File: src/rtl/pba_pkg.sv
// shared types and constants for the packed bitfield array
`timescale 1ns / 1ps
package pba_pkg;

  localparam int STORE_WORDS = 64;
  localparam int WORD_W      = 32;
  localparam int TOTAL_BITS  = STORE_WORDS * WORD_W;
  localparam int WADDR_W     = (STORE_WORDS > 1) ? $clog2(STORE_WORDS) : 1;

  localparam int INDEX_W  = 11;
  localparam int EBITS_W  = 5;
  localparam int BITPOS_W = 16;
  localparam int READ_W   = 31;

  localparam int          CFG_ADDR_W    = 3;
  localparam int          CFG_DATA_W    = 32;
  localparam logic [0:0]  REG_ELEM_BITS = 1'b0;
  localparam logic [EBITS_W-1:0] ELEM_BITS_RESET = 5'd8;

  localparam logic OP_READ  = 1'b0;
  localparam logic OP_WRITE = 1'b1;

  typedef struct packed {
    logic               opcode;
    logic [INDEX_W-1:0] index;
    logic [31:0]        write_value;
  } in_t;

  typedef struct packed {
    logic [READ_W-1:0] read_value;
    logic              truncated;
    logic              out_of_range;
  } out_t;

  typedef enum logic [2:0] {
    ST_IDLE,
    ST_READ,
    ST_MERGE,
    ST_WR_HI,
    ST_PUSH
  } state_t;

  typedef struct packed {
    logic capture;
    logic rd_issue;
    logic merge;
    logic wr_hi;
    logic push;
  } cmd_t;

  typedef struct packed {
    logic wr_hi_needed;
    logic out_free;
  } sts_t;

endpackage

File: src/rtl/pba_ctrl.sv
// sequencer for the packed bitfield array
`timescale 1ns / 1ps
module pba_ctrl import pba_pkg::*; (
  input  logic clk,
  input  logic rst_n,
  input  logic in_valid,
  output logic in_stall,
  input  sts_t sts,
  output cmd_t cmd
);

  state_t state_r, state_nxt;

  always_ff @(posedge clk) begin
    if (!rst_n) begin
      state_r <= ST_IDLE;
    end else begin
      state_r <= state_nxt;
    end
  end

  always_comb begin
    state_nxt = state_r;
    case (state_r)
      ST_IDLE: begin
        if (in_valid) state_nxt = ST_READ;
      end
      ST_READ:  state_nxt = ST_MERGE;
      ST_MERGE: state_nxt = sts.wr_hi_needed ? ST_WR_HI : ST_PUSH;
      ST_WR_HI: state_nxt = ST_PUSH;
      ST_PUSH: begin
        if (sts.out_free) state_nxt = ST_IDLE;
      end
      default: state_nxt = ST_IDLE;
    endcase
  end

  always_comb begin
    cmd      = '0;
    in_stall = 1'b1;
    case (state_r)
      ST_IDLE: begin
        in_stall    = 1'b0;
        cmd.capture = in_valid;
      end
      ST_READ:  cmd.rd_issue = 1'b1;
      ST_MERGE: cmd.merge    = 1'b1;
      ST_WR_HI: cmd.wr_hi    = 1'b1;
      ST_PUSH:  cmd.push     = sts.out_free;
      default:  cmd          = '0;
    endcase
  end

endmodule

File: src/rtl/pba_dp.sv
// word store, bit window merge and result register
`timescale 1ns / 1ps
module pba_dp import pba_pkg::*; (
  input  logic               clk,
  input  logic               rst_n,
  input  logic [EBITS_W-1:0] elem_bits,
  input  in_t                in_data,
  input  cmd_t               cmd,
  output sts_t               sts,
  input  logic               out_stall,
  output logic               out_valid,
  output out_t               out_data
);

  logic [WORD_W-1:0] mem [STORE_WORDS];
  logic [STORE_WORDS-1:0] vld_r;

  logic                op_r;
  logic [31:0]         val_r;
  logic [EBITS_W-1:0]  w_r;
  logic [BITPOS_W-1:0] bitpos_r;

  logic [WORD_W-1:0] rd_lo_r, rd_hi_r;
  logic              vld_lo_r, vld_hi_r;

  logic [READ_W-1:0] res_rd_r;
  logic              res_tr_r, res_oor_r;
  logic [WORD_W-1:0] new_hi_r;

  logic              out_valid_r, out_valid_nxt;
  out_t              out_data_r;

  logic [INDEX_W-1:0]  id;
  logic [INDEX_W:0]    id_p1;
  logic [WADDR_W-1:0]  addr_lo, addr_hi;
  logic                hi_ok;
  logic [BITPOS_W:0]   bit_end;
  logic                oor;
  logic [4:0]          off;
  logic [31:0]         emask;
  logic [63:0]         window, win_sh, mask64, ins64, new_win;
  logic                wr_lo;
  logic                we;
  logic [WADDR_W-1:0]  waddr;
  logic [WORD_W-1:0]   wdata;

  // element geometry
  assign id      = bitpos_r[BITPOS_W-1:5];
  assign id_p1   = {1'b0, id} + {{INDEX_W{1'b0}}, 1'b1};
  assign addr_lo = WADDR_W'(id);
  assign addr_hi = WADDR_W'(id_p1);
  assign hi_ok   = 32'(id_p1) < 32'(STORE_WORDS);
  assign off     = bitpos_r[4:0];
  assign bit_end = {1'b0, bitpos_r} + (BITPOS_W + 1)'(w_r);
  assign oor     = 32'(bit_end) > 32'(TOTAL_BITS);
  assign emask   = 32'((33'd1 << w_r) - 33'd1);

  // two-word window, missing or never-written words read as zero
  assign window  = {(hi_ok && vld_hi_r) ? rd_hi_r : '0, vld_lo_r ? rd_lo_r : '0};
  assign win_sh  = window >> off;
  assign mask64  = {32'd0, emask} << off;
  assign ins64   = {32'd0, val_r & emask} << off;
  assign new_win = (window & ~mask64) | ins64;

  assign wr_lo = cmd.merge && (op_r == OP_WRITE) && !oor;
  assign we    = wr_lo || cmd.wr_hi;
  assign waddr = cmd.wr_hi ? addr_hi : addr_lo;
  assign wdata = cmd.wr_hi ? new_hi_r : new_win[31:0];

  assign sts.wr_hi_needed = (op_r == OP_WRITE) && !oor && hi_ok;
  assign sts.out_free     = !out_valid_r || !out_stall;

  always_ff @(posedge clk) begin
    if (cmd.capture) begin
      op_r     <= in_data.opcode;
      val_r    <= in_data.write_value;
      w_r      <= elem_bits;
      bitpos_r <= BITPOS_W'(in_data.index) * BITPOS_W'(elem_bits);
    end
  end

  // memory: one write port, two registered read ports
  always_ff @(posedge clk) begin
    if (we) begin
      mem[waddr] <= wdata;
    end
    if (cmd.rd_issue) begin
      rd_lo_r <= mem[addr_lo];
      rd_hi_r <= mem[addr_hi];
    end
  end

  always_ff @(posedge clk) begin
    if (!rst_n) begin
      vld_r    <= '0;
      vld_lo_r <= 1'b0;
      vld_hi_r <= 1'b0;
    end else begin
      if (we) begin
        vld_r[waddr] <= 1'b1;
      end
      if (cmd.rd_issue) begin
        vld_lo_r <= vld_r[addr_lo];
        vld_hi_r <= vld_r[addr_hi];
      end
    end
  end

  always_ff @(posedge clk) begin
    if (cmd.merge) begin
      res_oor_r <= oor;
      res_rd_r  <= (!oor && op_r == OP_READ) ? READ_W'(win_sh[31:0] & emask) : '0;
      res_tr_r  <= !oor && (op_r == OP_WRITE) && (val_r > emask);
      new_hi_r  <= new_win[63:32];
    end
  end

  // result register
  always_comb begin
    out_valid_nxt = out_valid_r;
    if (out_valid_r && !out_stall) out_valid_nxt = 1'b0;
    if (cmd.push) out_valid_nxt = 1'b1;
  end

  always_ff @(posedge clk) begin
    if (!rst_n) begin
      out_valid_r <= 1'b0;
    end else begin
      out_valid_r <= out_valid_nxt;
    end
  end

  always_ff @(posedge clk) begin
    if (cmd.push) begin
      out_data_r.read_value   <= res_rd_r;
      out_data_r.truncated    <= res_tr_r;
      out_data_r.out_of_range <= res_oor_r;
    end
  end

  assign out_valid = out_valid_r;
  assign out_data  = out_data_r;

endmodule

File: src/rtl/packed_bitfield_array_core.sv
// top level of the packed bitfield array: register port, sequencer and datapath
//
// A store of 64 words of 32 bits holds elements of element_bits width (0..31),
// packed end to end from bit 0 of word 0; an element may straddle two words.
// Input channel (in_valid / in_stall / in_data): one beat reads or writes one
// element by index. Result channel (out_valid / out_stall / out_data): exactly
// one beat per input beat, in order. A write keeps only the low element_bits
// bits, flagging truncated if any higher bit was set; an element past the end
// of the store is flagged out_of_range and the store is left alone.
// After the accepting edge a read step reads both words (two read ports), a
// merge step merges and, on a write, writes the low word, a further step
// writes the high word on a write that has one, and a push step loads the
// result register. The block takes no new beat until it is back in idle; the
// single write port is why the high word needs a step of its own. A beat can
// be accepted while the previous result still waits; a stalled receiver holds
// the sequencer in its final step until the result register frees up.
// Reset (rst_n, synchronous) clears the per-word valid bits, so the whole
// store reads as zero at once; element_bits returns to 8, written at address 0.
`timescale 1ns / 1ps
module packed_bitfield_array_core import pba_pkg::*; (
  input  logic                  clk,
  input  logic                  rst_n,
  input  logic                  in_valid,
  output logic                  in_stall,
  input  in_t                   in_data,
  output logic                  out_valid,
  input  logic                  out_stall,
  output out_t                  out_data,
  input  logic                  cfg_psel,
  input  logic                  cfg_penable,
  input  logic                  cfg_pwrite,
  input  logic [CFG_ADDR_W-1:0] cfg_paddr,
  input  logic [CFG_DATA_W-1:0] cfg_pwdata,
  output logic [CFG_DATA_W-1:0] cfg_prdata,
  output logic                  cfg_pready
);

  logic [EBITS_W-1:0] elem_bits_r, elem_bits_nxt;
  logic               cfg_wr;
  cmd_t               cmd;
  sts_t               sts;

  // register port: always ready, low address bits ignored
  assign cfg_pready = 1'b1;
  assign cfg_wr     = cfg_psel && cfg_penable && cfg_pwrite && cfg_pready;

  always_comb begin
    elem_bits_nxt = elem_bits_r;
    if (cfg_wr && cfg_paddr[2] == REG_ELEM_BITS) begin
      elem_bits_nxt = cfg_pwdata[EBITS_W-1:0];
    end
  end

  always_ff @(posedge clk) begin
    if (!rst_n) begin
      elem_bits_r <= ELEM_BITS_RESET;
    end else begin
      elem_bits_r <= elem_bits_nxt;
    end
  end

  assign cfg_prdata = (cfg_paddr[2] == REG_ELEM_BITS) ?
                      CFG_DATA_W'(elem_bits_r) : '0;

  // sequencer
  pba_ctrl u_ctrl (
    .clk      (clk),
    .rst_n    (rst_n),
    .in_valid (in_valid),
    .in_stall (in_stall),
    .sts      (sts),
    .cmd      (cmd)
  );

  // store and bit merge
  pba_dp u_dp (
    .clk       (clk),
    .rst_n     (rst_n),
    .elem_bits (elem_bits_r),
    .in_data   (in_data),
    .cmd       (cmd),
    .sts       (sts),
    .out_stall (out_stall),
    .out_valid (out_valid),
    .out_data  (out_data)
  );

  // one item at a time: an accepted beat blocks the next one
  a_accept_blocks: assert property (@(posedge clk) disable iff (!rst_n)
    in_valid && !in_stall |=> in_stall)
    else $error("input accepted on consecutive cycles");

  // a loaded result is always presented
  a_push_shows: assert property (@(posedge clk) disable iff (!rst_n)
    cmd.push |=> out_valid)
    else $error("result loaded but not valid");

  // at most one sequencer command per cycle
  a_cmd_onehot: assert property (@(posedge clk) disable iff (!rst_n)
    $onehot0({cmd.capture, cmd.rd_issue, cmd.merge, cmd.wr_hi, cmd.push}))
    else $error("overlapping sequencer commands");

endmodule

File: config.mk
export PLATFORM = sky130hd
export DESIGN_NAME = packed_bitfield_array_core
export DESIGN_NICKNAME = d
export VERILOG_FILES = /design/src/rtl/pba_pkg.sv /design/src/rtl/pba_ctrl.sv /design/src/rtl/pba_dp.sv /design/src/rtl/packed_bitfield_array_core.sv
export SDC_FILE = /design/constraint.sdc
export NUM_CORES = 2
export LEC_CHECK = 0
export BUFFER_PORTS_ARGS = -buffer_cell sky130_fd_sc_hd__buf_2
export CORE_MARGIN = 2
export CORE_UTILIZATION = 36
export DETAILED_ROUTE_END_ITERATION = 8
export PLACE_DENSITY = 0.62
export SLEW_MARGIN = 10
export SYNTH_ARGS = -nofsm -noshare
export SYNTH_HDL_FRONTEND = slang
export SYNTH_SLANG_ARGS = --single-unit
File: constraint.sdc
create_clock -name clk -period 14.6 [get_ports clk]
set_clock_uncertainty 0.2 [all_clocks]
set_input_delay 0.73 -clock clk [delete_from_list [all_inputs] [get_ports clk]]
set_output_delay 0.73 -clock clk [all_outputs]
set_load 0.02 [all_outputs]
==> flow_metrics.tcl <==
set metrics [dict create \
    regToRegSetupSlack_ns 8.02 \
    slowest_stage "buf_4" \
    required_ns 14.95 \
    vias 70200 \
    leakage_nw 41.2 \
    cts_tree "done" \
    worst_slew_pin_slew_ns 1.26 \
    fin_crit_sh_pct 45.1 \
    cts_buffers 266 \
    std_cell_rows 208 \
    cpMostUsedCell "buf_4" \
    wire_per_inst_um 36.0 \
    grt_pass1_vias 68400 \
    synth_common_cells "edfxtp_1 (2264), mux4_2 (1451), nand2_1 (324)" \
    hold_path_class "input pin to flip-flop" \
    grt_max_degree 144 \
    wl_um 389000 \
    crit_path_max_incr_delay_ns 0.84 \
    cts_sinks 2339 \
    syn_inst 6182 \
    die_h_um 573 \
    antenna_found_initial 12 \
    area_delta_synth_final_pct 13.1 \
    ctsResizeCount 0 \
    critPathKind "flip-flop to flip-flop" \
    peakVddDrop_v 0.000104 \
    dr.pass1.iters 6 \
    synth.area.top_cells "edfxtp_1 (58%), mux4_2 (28%), dfxtp_1 (1.3%)" \
    status "finished clean" \
    die_area_um2 328000 \
    antenna_left 0 \
    regArea_um2 69500 \
    drv_slew 0 \
    ios 154 \
    max-slew-margin-rel_pct 15.9 \
    path_buf_inv 5 \
    synthFlopType "edfxtp_1" \
    crit_path_start_kind "flip-flop" \
    synth_area_um2 117000 \
    ys_types 90 \
    hold_violations 0 \
    p_per_area_nw_per_um2 130 \
    cp_cell_sequence "buf_4 > buf_4 > buf_4 > buf_4 > buf_12 > mux4_2 > mux4_2 > mux4_2" \
    drc_errors 0 \
    clock_path_buffers 4 \
    arrival_ns 6.93 \
    yosysWarnings 0 \
    grt_pass1_wl_um 539000 \
    gp_congestion 0.964 \
    start_util_pct 36.3 \
    rsz0062_at_grt "no" \
    power_w 0.0171 \
    grt.total_usage_pct 23.1 \
    io_buffers 96 \
    fmaxAchievable_mhz 152 \
    fin_nets 6514 \
    htree_levels 5 \
    clock_latency_ns 0.86 \
    synth_edf_count 2264 \
    synth_area_leader_cell "edfxtp_1" \
    ctsRootBufferMaster "clkbuf_16" \
    drtIter0Drc 11100 \
    multi_input_area_um2 45500 \
    core-area_um2 322000 \
    tns_ns 0 \
    yosysSeqAreaShare_pct 59.6 \
    die_w_um 573 \
    layout-drive-gt1-share_pct 36.4 \
    cap_violations 0 \
    avgSynthCellArea_um2 18.9 \
    cp-end-kind "flip-flop" \
    setup_viol 0 \
    cp_top_family "buffers and inverters" \
    min_period_ns 6.58 \
    synthArstFlopShare_pct 0 \
    synth_seq_cells 2339 \
    cp_max_fo 126 \
    clkTransAtPathRegs_ns 0.06 \
    synthMostInstantiatedCell "edfxtp_1" \
    postCtsSetupBuffers 0 \
    nFillCells 28300 \
    detailed_place_hpwl_um 223000 \
    avgViaCountPerCell 6.49 \
    overflow 0 \
    yosysTopAreaCellShare_pct 58.3 \
]
[layout by cell type (no fill, tap or decap), types with 28 or more instances in the layout]
| cell type | netlist | layout |
|---|---|---|
| edfxtp_1 | 2264 | 2264 |
| mux4_2 | 1451 | 1451 |
| nand2_1 | 324 | 324 |
| clkbuf_16 | 0 | 271 |
| buf_4 | 29 | 225 |
| nor2_1 | 149 | 148 |
| mux2i_1 | 120 | 120 |
| o21ai_0 | 125 | 118 |
| buf_2 | 50 | 96 |
| ha_1 | 92 | 91 |
| a21oi_1 | 95 | 89 |
| inv_1 | 81 | 78 |
| dfxtp_1 | 75 | 74 |
| o31ai_1 | 70 | 68 |
| nor3_2 | 1 | 66 |
| nand3_1 | 57 | 57 |
| mux2_2 | 57 | 57 |
| and2_1 | 52 | 51 |
| clkinv_2 | 0 | 44 |
| clkinv_1 | 1 | 43 |
| nor3_1 | 106 | 41 |
| o211ai_1 | 40 | 40 |
| clkbuf_1 | 321 | 38 |
| dlygate4sd3_1 | 0 | 38 |
| conb_1 | 2 | 30 |
| fa_1 | 28 | 28 |
[worst register-to-register path, stage by stage (launching register included)]
cell	delay, ns
edfxtp_1	0.33
buf_4	0.55
buf_4	0.83
buf_4	0.86
buf_4	0.89
buf_12	0.63
mux4_2	0.94
mux4_2	0.51
mux4_2	0.57
[registers in the layout (all words and copies together) (netlist names)]
| name | flops |
|---|---|
| u_dp.out_valid | 1 |
| u_dp.vld_lo_r | 1 |
| u_dp.res_oor_r | 1 |
| u_ctrl.state_r | 3 |
| u_dp.rd_hi_r | 32 |
| u_dp.rd_lo_r | 32 |
| u_dp.new_hi_r | 32 |
| elem_bits_r | 5 |
| u_dp.mem | 2048 |
| u_dp.vld_r | 64 |
| u_dp.vld_hi_r | 1 |
| u_dp.val_r | 32 |
| u_dp.bitpos_r | 16 |
| u_dp.res_rd_r | 31 |
| u_dp.op_r | 1 |
| u_dp.res_tr_r | 1 |
| u_dp.out_data | 33 |
| u_dp.w_r | 5 |
[metrics by stage]
step	cells	hold slack [ns]	utilization, %	cell area [um2]	setup slack [ns]
2_1_floorplan	6210	0.200	-	117000	7.71
3_3_place_gp	10300	0.202	38.3	123000	8.03
3_5_place_dp	10300	0.205	38.3	123000	7.95
4_1_cts	10800	0.00950	41.0	132000	7.94
5_1_grt	10800	0.0514	41.0	132000	7.59
6_report	10800	0.0644	41.0	132000	8.02
[final timing paths]
| path | start | to | cells after the start |
|---|---|---|---|
| max | u_dp.bitpos_r[5]$_DFFE_PP_ | u_dp.rd_hi_r[27]$_DFFE_PN_ | 8 |
| min | in_data[32] | u_dp.bitpos_r[0]$_DFFE_PP_ | 2 |
| max reg2reg | u_dp.bitpos_r[5]$_DFFE_PP_ | u_dp.rd_hi_r[27]$_DFFE_PN_ | 8 |
| min reg2reg | u_dp.res_rd_r[9]$_SDFFCE_PN0P_ | u_dp.out_data[11]$_DFFE_PP_ | 0 |
[repair_timing]
item / in CTS / in global routing
hold buffers: 38 / 0
endpoints found under the hold margin: 38 / 0
setup endpoints to repair: 0 / 0
[area by class of cell]
cell class / instances / share of cell area (%)
antenna: 3 / 0.00569
clock inverter: 145 / 1.11
multi-input combinational: 3245 / 34.5
clock buffer: 312 / 5.28
tap: 4305 / 4.08
inverter: 85 / 0.244
sequential: 2339 / 52.7
timing repair buffer: 371 / 2.12
[where the power goes]
group / internal, W / total, W / switching (W)
sequential: 0.00759 / 0.00767 / 0.0000738
combinational: 0.00121 / 0.00284 / 0.00163
clock: 0.00385 / 0.00662 / 0.00277
total: 0.0127 / 0.0171 / 0.00447
[layer usage]
| metal | part of all wire, % | global-route usage (%) |
|---|---|---|
| met1 | 37 | 31.3 |
| met2 | 46 | 35.4 |
| met3 | 12 | 5.63 |
| met4 | 4.9 | 10.1 |
| met5 | 0.0069 | 0 |
[logic make-up (layout without fill, tap and decap cells)]
logic type / Yosys count / after routing / synth area share, %
AND/OR/NAND/NOR: 818 / 818 / 3.28
adder cells (fa/ha/maj): 120 / 120 / 1.47
other: 2 / 33 / 0.00644
buffers and inverters: 626 / 913 / 2.16
flip-flops: 2339 / 2339 / 59.6
multiplexers: 1628 / 1628 / 29.6
AO/OA/AOI/OAI: 630 / 630 / 3.75
XOR/XNOR: 19 / 19 / 0.143
No activity file was read; power rests on OpenSTA's default activity.
